File: config.mk
export PLATFORM = sky130hd
export DESIGN_NAME = lop_lane
export DESIGN_NICKNAME = d
export VERILOG_FILES = /design/src/design/lop_pkg.sv /design/src/design/lop_lane.sv
export SDC_FILE = /design/constraint.sdc
export NUM_CORES = 2
export LEC_CHECK = 0
export BUFFER_PORTS_ARGS = -buffer_cell sky130_fd_sc_hd__buf_4
export CELL_PAD_IN_SITES_DETAIL_PLACEMENT = 2
export CELL_PAD_IN_SITES_GLOBAL_PLACEMENT = 2
export CORE_MARGIN = 3
export CORE_UTILIZATION = 43
export DETAILED_ROUTE_END_ITERATION = 16
export PLACE_DENSITY = 0.89
export SLEW_MARGIN = 40
export SYNTH_ARGS = -nofsm -noshare
export SYNTH_HDL_FRONTEND = slang
export SYNTH_SLANG_ARGS = --single-unit
File: constraint.sdc
create_clock -name clk -period 9.31 [get_ports clk]
set_input_delay 1.3965 -clock clk [delete_from_list [all_inputs] [get_ports clk]]
set_output_delay 1.3965 -clock clk [all_outputs]
set_load 0.05 [all_outputs]
File: src/design/lop_pkg.sv
// Shared types, constants and helpers for the linear output predictor.
package lop_pkg;

	localparam int FIELD_LANES = 4;
	localparam int DEF_LANES   = 4;
	localparam int VALUE_W     = 32;
	localparam int CFG_IDX_W   = 3;
	localparam int ABS_TOL_W   = 31;
	localparam int REL_TOL_W   = 16;

	localparam logic [ABS_TOL_W-1:0] ABS_TOL_RESET = ABS_TOL_W'(7);
	localparam logic [REL_TOL_W-1:0] REL_TOL_RESET = REL_TOL_W'(1311);

	typedef logic signed [VALUE_W-1:0] value_t;

	localparam value_t VAL_MAX = {1'b0, {(VALUE_W-1){1'b1}}};
	localparam value_t VAL_MIN = {1'b1, {(VALUE_W-1){1'b0}}};

	typedef enum logic [CFG_IDX_W-1:0] {
		REG_COEF_LANE0 = 3'd0,
		REG_COEF_LANE1 = 3'd1,
		REG_COEF_LANE2 = 3'd2,
		REG_COEF_LANE3 = 3'd3,
		REG_TIME_COEF  = 3'd4,
		REG_ABS_TOL    = 3'd5,
		REG_REL_TOL    = 3'd6
	} reg_idx_t;

	typedef struct packed {
		logic               mode;
		logic [VALUE_W-1:0] time_now;
		value_t             dep_value_0;
		value_t             dep_value_1;
		value_t             dep_value_2;
		value_t             dep_value_3;
		value_t             measured;
	} req_t;

	typedef struct packed {
		value_t predicted;
		logic   mismatch;
	} res_t;

	typedef enum logic [2:0] {
		S_IDLE,
		S_DIFF,
		S_MUL,
		S_TERM,
		S_SUM,
		S_ERR,
		S_CMP
	} state_t;

	typedef struct packed {
		logic load;
		logic add;
		logic err;
	} merge_ctrl_t;

	function automatic value_t sat_add(value_t a, value_t b);
		logic signed [VALUE_W:0] s;
		s = $signed({a[VALUE_W-1], a}) + $signed({b[VALUE_W-1], b});
		if (s[VALUE_W] != s[VALUE_W-1]) begin
			return s[VALUE_W] ? VAL_MIN : VAL_MAX;
		end
		return s[VALUE_W-1:0];
	endfunction

endpackage

File: src/design/lop_lane.sv
// One extrapolation lane: change since last update, times coefficient, scaled and saturated.
module lop_lane #(
	parameter bit TIME_LANE = 1'b0
) (
	input  logic                        clk,
	input  logic [lop_pkg::VALUE_W-1:0] cur,
	input  logic [lop_pkg::VALUE_W-1:0] prev,
	input  lop_pkg::value_t             coef,
	output lop_pkg::value_t             term
);
	import lop_pkg::*;

	localparam int SHIFT = TIME_LANE ? 0 : 16;
	localparam int DW    = VALUE_W + 1;
	localparam int PW    = DW + VALUE_W;

	logic signed [DW-1:0] diff_c;
	logic signed [DW-1:0] diff_s1;
	logic signed [PW-1:0] prod_s2;
	logic signed [PW-1:0] shifted;
	logic [PW-VALUE_W:0]  upper;
	value_t               sat_c;
	value_t               term_s3;

	// Time wraps modulo the word, so its change is unsigned; lane values differ exactly.
	always_comb begin
		if (TIME_LANE) begin
			diff_c = $signed({1'b0, VALUE_W'(cur - prev)});
		end else begin
			diff_c = $signed({cur[VALUE_W-1], cur}) - $signed({prev[VALUE_W-1], prev});
		end
	end

	// Arithmetic shift rounds toward minus infinity.
	assign shifted = prod_s2 >>> SHIFT;
	assign upper   = shifted[PW-1:VALUE_W-1];

	always_comb begin
		if ((&upper) || !(|upper)) begin
			sat_c = shifted[VALUE_W-1:0];
		end else begin
			sat_c = shifted[PW-1] ? VAL_MIN : VAL_MAX;
		end
	end

	always_ff @(posedge clk) begin
		diff_s1 <= diff_c;
		prod_s2 <= diff_s1 * coef;
		term_s3 <= sat_c;
	end

	assign term = term_s3;

endmodule

-- Yosys cells after proc, flatten, opt, wreduce, memory -nomap -nowiden
Index checks and enable logic that the tools add are counted.
- $add $sub $neg: 1
- multiply operators: 1
- div/mod/pow operators: 0
- $lt $le $gt $ge: 0
- equal/unequal tests: 0
- shift operators: 0
- muxes and demuxes: 2
- bitwise gates (word level): 0
- reduce and logical (&&, ||, !) cells: 4
- operators with widths (cell ; count):
    multiplier 33 x 32 -> 65 bit ; 1
    2-to-1 mux 32 bit ; 2
    subtractor 32 x 32 -> 33 bit ; 1
    AND reduction 18 bit ; 1
    OR reduction 18 bit ; 1
    logical NOT 1 bit ; 1
    logical OR 1 bit ; 1
- register bits after elaboration: 130
- latch bits: 0
- bits in writable memories: 0
- ROM bits: 0
- bits of input ports: 97
- output and inout bits: 32
- word-level logic and storage cells: 11
- memories kept: 0

-- Longest topological paths before layout
- depth after elaboration: 4
- mapped depth: 30

-- Worst setup path after synthesis
No wires, ideal clock.
- path kind: input to register
- start point: in coef[5]
- end point: reg prod_s2[64]
- library setup time: 122 ps
- data arrival time: 8475 ps
- required time: 9188 ps
- setup slack: 713 ps
- stages: 27
- path buffers: 1
- path through: clkbuf_1 nand2_1 inv_1 fa_1 inv_1 fa_1 inv_1 fa_1 fa_1 inv_1 fa_1 inv_1 fa_1 fa_1 fa_1 ha_1 a21o_1 a21o_1 a21o_1 a31oi_1 o21ai_0 a21oi_1 o21ai_0 a21o_1 a21oi_1 o21ai_0 xnor2_1
- word-level cells in the longest chain between the ends: 1
- ends and longest elaborated chain (item ; line ; RTL):
    start, declared ; lop_lane.sv:8 ; input lop_pkg::value_t coef,
    multiplier 33 x 32 -> 65 bit ; lop_lane.sv:48 ; prod_s2 <= diff_s1 * coef;
    end signal, assigned ; lop_lane.sv:48 ;
    end, declared ; lop_lane.sv:19 ; logic signed [PW-1:0] prod_s2;
Every way passes these cells.

-- Final worst setup path
- start point: in coef[24]
- end point: reg prod_s2[58]
Same word-level chain as after synthesis.

==> impl_metrics.ini <==
[timing]
worst_slack_ns = -0.167
period_minus_slack_ns = 9.48
fin_setup_tns_ns = -0.538
fin_hold_ws_ns = 0.422
setup_violations = 8
hold_viol_final = 0
finalCritPeriodShare_pct = 102
fin_skew_ns = 0.0136
slew_headroom_pct = 36.9
worst_slew_pin_slew_ns = 0.936
max_freq_mhz = 106
slew_viol_final = 0

[route]
via_count = 31751
wl_per_cell_microns = 32.6
viasPerCell = 5.74
first_iter_violations = 2144
wirelength_microns = 180000
antenna_left = 0
dr.pass1.iters = 5
drc_errors = 0

[cts]
clock-sinks = 114
cts_root_buf = clkbuf_16
clk_path_buf_depth = 2
cts_buffers = 17
clkTransAtPathRegs_ns = 0.07
hold_buffers = 0
cts_post_setup_buffers_inserted = 0
clock_latency_ns = 0.52
cts_max_level = 4
cts_tree = yes

[worst_setup_path]
cpMostUsedCell = fa_1
max_stage_delay_ns = 0.80
path_buf_inv = 3
worstSetupEndpointType = flop
critPathKind = in2reg
start_kind = primary input
crit_chain = buf_4 > nand2_1 > fa_2 > inv_1 > fa_1 > fa_2 > fa_1 > fa_1 > fa_1 > fa_1 > fa_1 > ha_1 > a2111o_1 > a21oi_1 > o22ai_1 > a211oi_2 > buf_4 > or2_4 > o21ai_2 > a311oi_4 > o221ai_2 > a21oi_2 > xnor2_1
worstPathArrival_ns = 9.92
crit_path_top_delay_cell = fa_2
crit_family = adder cells
critPathMaxFanout = 22
required_ns = 9.75

[die]
pin_count = 129
rows = 111
die_area_sq_um = 97900
start_util_pct = 43.8
dieWidth_microns = 313
core_area_sq_um = 92500
die_h_microns = 313

[layout]
multi_input_area_sq_um = 33600
layout-drive-gt1-share_pct = 7.00
fillers = 9863
nets = 5695
seq_area_sq_um = 2300
syn_to_final_growth_pct = 7.93
final_cells = 5532

[synthesis]
synthArstFlopShare_pct = 0
ys_seq_area_share_pct = 5.63
yosys-top-cells-area = fa_1 55%, inv_1 9.6%, and2_1 7.9%, ha_1 6.6%, dfxtp_1 5.6%
avgSynthCellArea_sq_um = 9.55
synth_top_area_cell = fa_1
synth_commonest_cells = 1112 x fa_1, 1039 x inv_1, 548 x nand2_1
synth_top_area_share_pct = 55.0
synthMostInstantiatedCell = fa_1
synth_edf_count = 0
syn_inst = 4240
synth-warning-count = 0
syn-num-nets = 5663
netlist_area_sq_um = 40500
yosysUniqueCellTypes = 72
ys_ff_latch = 114
synth_flop_cell = dfxtp_1

[global_routing]
grt_usage_pct = 37.7
grt_pass1_wl_microns = 266000
grt_pass1_vias = 40791
grt_max_degree = 34
antenna_found_initial = 11
gr-total-overflow = 0

[place]
place.gp.congestion = 0.877
dp_hpwl_microns = 146000
placed_cells = 5496
io_buffers = 128
dp_slack_ns = -0.611

[job]
cap_violations = 0

[worst_hold_path]
hold_path.class = reg2reg

[outcome]
failed_checks = setup timing
outcome = finished, violations left
## final timing paths
path / endpoint / cells past startpoint / slack, ns / from
hold / removal: term[3]$_DFF_P_ / 1 / 0.42 / prod_s2[19]$_DFF_P_
hold reg to reg: term[3]$_DFF_P_ / 1 / 0.42 / prod_s2[19]$_DFF_P_
setup reg to reg: prod_s2[58]$_DFF_P_ / 23 / 0.21 / diff_s1[16]$_DFF_P_
setup / recovery: prod_s2[58]$_DFF_P_ / 23 / -0.17 / coef[24]
## area by class of cell
class	count	share of cell area, %
Inverter	1040	8.93
Clock buffer	20	1.04
Sequential cell	114	5.26
Clock inverter	12	0.329
Antenna cell	4	0.0229
Tap cell	1243	3.56
Multi-Input combinational cell	2882	76.8
Timing Repair Buffer	217	4.04
## cells in the final DEF (no fill, tap or decap), types with 5 or more instances in the layout
cell          n
nor4_1        7
dfxtp_2       7
nor2_1       68
dfxtp_1     105
buf_12        6
a21o_1       73
nor2b_1       9
fa_1       1107
ha_1        214
o21bai_1      5
buf_6        14
a21oi_1      60
fa_2          5
inv_1      1039
nand2b_1     18
and3_1        5
o21ai_0      34
nand4_1      14
xor2_1       20
and2_1      513
nand3_1      18
buf_4       196
a211oi_1      6
o21ai_1       5
nor3_1       12
o21a_1       11
nand2_1     548
xnor2_1      64
clkbuf_16    17
## flip-flops by register name, summed over array words and instances (netlist names)
name     flops
diff_s1     33
prod_s2     49
term        32
## per-stage QoR
stage	instance area [sq um]	util, %
2_1_floorplan	40500	-
3_3_place_gp	43000	46.5
3_5_place_dp	43000	46.5
4_1_cts	43600	47.1
5_1_grt	43700	47.3
6_report	43700	47.3
## cells by family (layout without fill, tap and decap cells)
family / after synthesis / in the layout / synth area share [%]
adders and majority gates: 1326 / 1326 / 61.6
buffers and inverters: 1244 / 1289 / 11.6
and+or+nand+nor: 1229 / 1229 / 15.2
AOI/OAI and AO/OA: 240 / 240 / 4.11
DFF: 114 / 114 / 5.63
xor gates and xnor gates: 86 / 86 / 1.88
muxes: 1 / 1 / 0.0247
other: 0 / 4 / 0
## repair_timing
action | 4_1_cts | 5_1_grt
setup endpoints to repair | 1 | 18
gates resized for setup | 1 | 25
pin swaps | 0 | 1
## routing by layer
metal / share of wire (%) / routed length [microns] / track usage (%) / vias up
met1: 32 / 57400 / 37.3 / 16805
met3: 6.6 / 11900 / 8.54 / 998
met4: 10 / 18400 / 32.8 / 8
met2: 51 / 92500 / 66.5 / 1746
li1: - / - / - / 12194
met5: 0.028 / 51 / 0 / -
Power is not shown: default switching activity piles up to over one toggle a cycle in this logic, so the estimate is an artifact.
