$ cat config.mk
export PLATFORM = sky130hd
export DESIGN_NAME = lop_merge
export DESIGN_NICKNAME = d
export VERILOG_FILES = /design/src/design/lop_pkg.sv /design/src/design/lop_merge.sv
export SDC_FILE = /design/constraint.sdc
export NUM_CORES = 2
export LEC_CHECK = 0
export BUFFER_PORTS_ARGS = -buffer_cell sky130_fd_sc_hd__clkbuf_2
export CELL_PAD_IN_SITES_DETAIL_PLACEMENT = 0
export CELL_PAD_IN_SITES_GLOBAL_PLACEMENT = 1
export CORE_MARGIN = 10
export CORE_UTILIZATION = 47
export CTS_CLUSTER_DIAMETER = 120
export DETAILED_ROUTE_END_ITERATION = 8
export PLACE_DENSITY = 0.81
export RECOVER_POWER = 50
export SLEW_MARGIN = 30
export SYNTH_ARGS = -nofsm -noshare
export SYNTH_HDL_FRONTEND = slang
export SYNTH_SLANG_ARGS = --single-unit
$ cat constraint.sdc
create_clock -name clk -period 10.87 [get_ports clk]
set_input_delay 1.087 -clock clk [delete_from_list [all_inputs] [get_ports clk]]
set_output_delay 1.087 -clock clk [all_outputs]
set_load 0.005 [all_outputs]
$ cat src/design/lop_pkg.sv
// Shared types, constants and helpers for the linear output predictor.
package lop_pkg;

	localparam int FIELD_LANES = 4;
	localparam int DEF_LANES   = 4;
	localparam int VALUE_W     = 32;
	localparam int CFG_IDX_W   = 3;
	localparam int ABS_TOL_W   = 31;
	localparam int REL_TOL_W   = 16;

	localparam logic [ABS_TOL_W-1:0] ABS_TOL_RESET = ABS_TOL_W'(7);
	localparam logic [REL_TOL_W-1:0] REL_TOL_RESET = REL_TOL_W'(1311);

	typedef logic signed [VALUE_W-1:0] value_t;

	localparam value_t VAL_MAX = {1'b0, {(VALUE_W-1){1'b1}}};
	localparam value_t VAL_MIN = {1'b1, {(VALUE_W-1){1'b0}}};

	typedef enum logic [CFG_IDX_W-1:0] {
		REG_COEF_LANE0 = 3'd0,
		REG_COEF_LANE1 = 3'd1,
		REG_COEF_LANE2 = 3'd2,
		REG_COEF_LANE3 = 3'd3,
		REG_TIME_COEF  = 3'd4,
		REG_ABS_TOL    = 3'd5,
		REG_REL_TOL    = 3'd6
	} reg_idx_t;

	typedef struct packed {
		logic               mode;
		logic [VALUE_W-1:0] time_now;
		value_t             dep_value_0;
		value_t             dep_value_1;
		value_t             dep_value_2;
		value_t             dep_value_3;
		value_t             measured;
	} req_t;

	typedef struct packed {
		value_t predicted;
		logic   mismatch;
	} res_t;

	typedef enum logic [2:0] {
		S_IDLE,
		S_DIFF,
		S_MUL,
		S_TERM,
		S_SUM,
		S_ERR,
		S_CMP
	} state_t;

	typedef struct packed {
		logic load;
		logic add;
		logic err;
	} merge_ctrl_t;

	function automatic value_t sat_add(value_t a, value_t b);
		logic signed [VALUE_W:0] s;
		s = $signed({a[VALUE_W-1], a}) + $signed({b[VALUE_W-1], b});
		if (s[VALUE_W] != s[VALUE_W-1]) begin
			return s[VALUE_W] ? VAL_MIN : VAL_MAX;
		end
		return s[VALUE_W-1:0];
	endfunction

endpackage

$ cat src/design/lop_merge.sv
// Serial saturating accumulation of lane terms and the tolerance check.
module lop_merge #(
	parameter int LANES = lop_pkg::DEF_LANES,
	localparam int SEL_W = $clog2(LANES + 1)
) (
	input  logic                          clk,
	input  lop_pkg::merge_ctrl_t          ctrl,
	input  logic [SEL_W-1:0]              sel,
	input  lop_pkg::value_t               term [LANES+1],
	input  lop_pkg::value_t               last_output,
	input  lop_pkg::value_t               measured,
	input  logic                          mode,
	input  logic [lop_pkg::ABS_TOL_W-1:0] abs_tol,
	input  logic [lop_pkg::REL_TOL_W-1:0] rel_tol,
	output lop_pkg::value_t               predicted,
	output logic                          mismatch
);
	import lop_pkg::*;

	localparam int RW = REL_TOL_W + VALUE_W;

	value_t                  acc_q;
	logic [VALUE_W:0]        err_q;
	logic [VALUE_W-1:0]      big_q;
	logic signed [VALUE_W:0] diff_c;
	logic [VALUE_W:0]        err_c;
	logic [VALUE_W-1:0]      ap_c;
	logic [VALUE_W-1:0]      am_c;
	logic [RW-1:0]           rel_c;

	assign diff_c = $signed({acc_q[VALUE_W-1], acc_q})
		- $signed({measured[VALUE_W-1], measured});
	assign err_c  = diff_c[VALUE_W] ? (VALUE_W+1)'(-diff_c) : diff_c;
	assign ap_c   = acc_q[VALUE_W-1] ? (~acc_q + 1'b1) : acc_q;
	assign am_c   = measured[VALUE_W-1] ? (~measured + 1'b1) : measured;

	always_ff @(posedge clk) begin
		if (ctrl.load) begin
			acc_q <= last_output;
		end else if (ctrl.add) begin
			acc_q <= sat_add(acc_q, term[sel]);
		end
		if (ctrl.err) begin
			err_q <= err_c;
			big_q <= (ap_c > am_c) ? ap_c : am_c;
		end
	end

	// Relative test as err * 2^16 > rel_tol * max(|pred|, |meas|).
	assign rel_c     = rel_tol * big_q;
	assign mismatch  = mode
		&& (err_q > (VALUE_W+1)'(abs_tol))
		&& ({err_q, 16'b0} > {1'b0, rel_c});
	assign predicted = acc_q;

endmodule
## Word-level counts from Yosys, hierarchy flattened

Cells that the tools add are included.

- Flip-flop bits (word level): 97
- Output and inout bits: 33
- Word-level logic and storage cells: 36

- Add/subtract/negate cells: 5
- Multiply operators: 1
- $lt $le $gt $ge: 4
- Eq/ne operators: 1
- Multiplexer cells: 15
- Bitwise operators: 3
- Reduce and logical (&&, ||, !) cells: 3

Operators by type and width:

| operator | number |
|---|---|
| two-way mux 32 bit | 11 |
| binary-select mux 32 bit (select 3 bit) | 1 |
| adder 32 x 1 -> 32 bit (second input constant) | 2 |
| inverter 32 bit | 2 |
| > comparator 49 x 48 -> 1 bit | 1 |
| multiplier 16 x 32 -> 48 bit | 1 |
| adder 32 x 32 -> 33 bit | 1 |
| > comparator 33 x 31 -> 1 bit | 1 |
| negation 33 bit | 1 |
| subtractor 32 x 32 -> 33 bit | 1 |
| > comparator 32 bit | 1 |
| greater-or-equal comparator 4 bit (second input constant) | 1 |
| inverter 3 -> 4 bit | 1 |
| two-way mux 1 bit | 3 |
| logical AND 1 bit | 2 |
| nonzero test 2 bit | 1 |
| != test 1 bit | 1 |

## Longest topological paths before layout

- Depth after elaboration: 12
- Depth in mapped cells: 36

## Least setup slack after synthesis

Ideal clock, no wire load.

- Path type: input port to output port
- Start: input port rel_tol[6] in the netlist's numbering
- End: output port mismatch
- Arrival time: 8.526 ns
- Slack: 1.257 ns
- Stages: 31
- Cells stage by stage: clkbuf_1 -> and2_1 -> fa_1 -> inv_1 -> fa_1 -> fa_1 -> inv_1 -> fa_1 -> fa_1 -> inv_1 -> fa_1 -> inv_1 -> ha_1 -> and3_1 -> nand3_1 -> nor3_1 -> o21ai_0 -> a211oi_1 -> a211oi_1 -> o211ai_1 -> a31oi_1 -> or4b_2 -> and3_1 -> ha_1 -> nand4_1 -> nor4_1 -> nand3_1 -> nor4_1 -> nand4_1 -> nor3_1 -> a311oi_1

- Longest elaborated chain between the ends: 3

Ends and longest elaborated chain:

| element | RTL line | text |
|---|---|---|
| start, declared | lop_merge.sv:14 | `input logic [lop_pkg::REL_TOL_W-1:0] rel_tol,` |
| multiplier 16 x 32 -> 48 bit | lop_merge.sv:50 | `assign rel_c = rel_tol * big_q;` |
| > comparator 49 x 48 -> 1 bit | lop_merge.sv:53 | `&& ({err_q, 16'b0} > {1'b0, rel_c});` |
| logical AND 1 bit | lop_merge.sv:53 |  |
| end, declared | lop_merge.sv:16 | `output logic mismatch` |

No other way between the ends.

## Worst setup path in the final report

Ends and elaborated chain as after synthesis.

==> results.yml <==
outcome:
  outcome: "complete, but fails checks"
  violations: "max-capacitance violations, max-slew violations"
global_route:
  grt_pass1_vias: 25700
  grt_first_pass_wirelength_um: 139000
  grt_util_all_layers: 0.244
  antenna_found_initial: 2
  grt_max_degree: 66
  gr-total-overflow: 0
routing:
  dr.pass1.iters: 6
  drt_iter0_drc: 1369
  via_per_inst: 5.39
  ant_nets: 0
  vias: 23900
  avgRoutedWirePerCell_um: 19.3
  drcViolationCount: 0
  routed_wl_um: 85400
sta:
  hold_viol_final: 0
  skew_ns: 0.0196
  worst_slew_pin_slew_ns: 3.30
  slew_headroom: -1.20
  fin_crit_sh: 0.966
  fmax_mhz: 95.3
  min_period_ns: 10.50
  setup_viol: 0
  slew_violations: 181
logic_synthesis:
  post-synth-top-count-cell: "inv_1"
  yosysTopAreaCell: "fa_1"
  yosysUniqueCellTypes: 84
  synth_top_area_share: 0.289
  synth_area_leaders: "fa_1, ha_1, edfxtp_1"
  ys.warnings.count: 0
  syn-num-nets: 4372
  syn_area_sq_mm: 0.0291
  yosysSeqAreaShare: 0.100
  synth_edf_count: 97
  ys_ff_latch: 97
  async_reset_ff_frac: 0
  syn_avg_cell_area_sq_um: 8.57
  synth_flop_cell: "edfxtp_1"
  synth_commonest_cells: "inv_1, nand2_1, fa_1, ha_1, and2_1"
  syn_inst: 3392
clock_tree:
  cts-root-buf: "clkbuf_16"
  cts_tree: "built"
  cts.clk_slew.worst_paths_ns: 0.08
  cts_sinks: 97
  worstSkewPairLatency_ns: 0.39
  cts_htree_levels: 3
  cts_inserted_buffers: 9
  clk_path_buf_depth: 2
  holdBufCountCts: 0
worst_setup_path:
  start_kind: "input port"
  arrival_ns: 9.41
  critical_path.max_stage_delay_ns: 0.54
  critPathMaxFanout: 12
  cp.required_ns: 9.78
  cp_slowest_cell: "fa_1"
  end_kind: "output port"
  crit_top_cell: "fa_1"
  crit_type: "in -> out"
die:
  coreArea_sq_mm: 0.0615
  ioPinCount: 312
  die_area_sq_mm: 0.0722
  dieHeight_um: 269
  dieWidth_um: 269
  rows: 91
  start_util: 0.473
worst_hold_path:
  hp-class: "reg -> reg"
layout:
  final_cells: 4421
  drive_above_1_share: 0.120
  finalNetCount: 4606
  diodes: 0
  area_delta_synth_final_pct: 9.84
job:
  drv_cap: 4
placed_design:
  dpl.hpwl_um: 73900
  dpl.cell_count: 4401
  port-buffer-count: 311
  place_congestion: 0.951
## registers in the layout, summed over array words and instances, names as in the netlist
signal	count
predicted	32
err_q	33
big_q	32
## area by class of cell
type	count	area (sq um)
Timing Repair Buffer	370	2020
Tap cell	790	988
Inverter	629	2360
Sequential cell	97	2910
Multi-Input combinational cell	2519	23300
Clock buffer	9	225
Fill cell	5940	29600
Clock inverter	7	101
## stage by stage
stage,util,hold slack [ns],setup TNS [ns],setup slack (ns),instance area (sq um)
after floorplan,-,0.731,0,1.26,29100
after global placement,0.513,0.848,0,0.0566,31500
after detailed placement,0.513,0.840,0,0.0353,31500
after CTS,0.518,0.882,0,0.00761,31800
after global routing,0.519,0.961,-0.0355,-0.0355,31900
final,0.519,0.885,0,0.374,31900
## logic make-up (layout without fill, tap and decap cells)
kind of cell,Yosys count,count (layout),share of synthesized area
adder cells (fa/ha/maj),709,709,0.413
multiplexers,72,72,0.0384
AND/OR/NAND/NOR,982,982,0.164
AO/OA/AOI/OAI,572,572,0.128
XOR/XNOR,184,184,0.0554
flip-flops,97,97,0.100
buffers and inverters,776,1015,0.101
## metal layers
| metal | track usage | vias up | routed length [um] |
|---|---|---|---|
| li1 | - | 11400 | - |
| met1 | 0.305 | 11600 | 35800 |
| met2 | 0.419 | 697 | 41200 |
| met5 | 0 | - | 20 |
| met3 | 0.0540 | 90 | 5910 |
| met4 | 0.0697 | 4 | 2510 |
## critical path, delay by kind of cell
kind            cells  cell delay (ns)
compound gates      9             2.15
fa+ha+maj           8             3.54
buf+inv            10             1.19
mux                 1             0.12
simple gates        8             1.31
## final timing paths
check / from / endpoint / slack, ns / cells after the start
max: rel_tol[6] / mismatch / 0.37 / 36
max reg2reg: predicted[4] / big_q[31] / 4.24 / 18
min reg2reg: predicted[0] / big_q[0] / 0.88 / 2
min: predicted[0] / big_q[0] / 0.88 / 2
## placed cells by master (no fill, tap or decap), types with 20 or more instances in the layout
cell type / instances
o31ai_1: 25
xor2_1: 64
nor2b_1: 20
o21ai_0: 142
buf_4: 48
mux2i_1: 36
edfxtp_1: 97
o21a_1: 21
nor2_1: 90
nand2_1: 483
clkbuf_2: 269
ha_1: 279
a21oi_1: 125
clkbuf_1: 35
fa_1: 420
nand3_1: 34
xnor2_1: 120
o21ai_1: 21
inv_1: 629
mux4_2: 31
nand4_1: 33
a21o_1: 102
and2_1: 196
## repair_timing
item / CTS / global route
buffers inserted: 0 / 4
gates resized for setup: 1 / 36
pin swaps: 0 / 6
endpoints found under the setup margin: 1 / 1
Power is left out: the tool's default activity adds up to more than one toggle a clock period on the data nets, which glitch-free logic cannot reach.
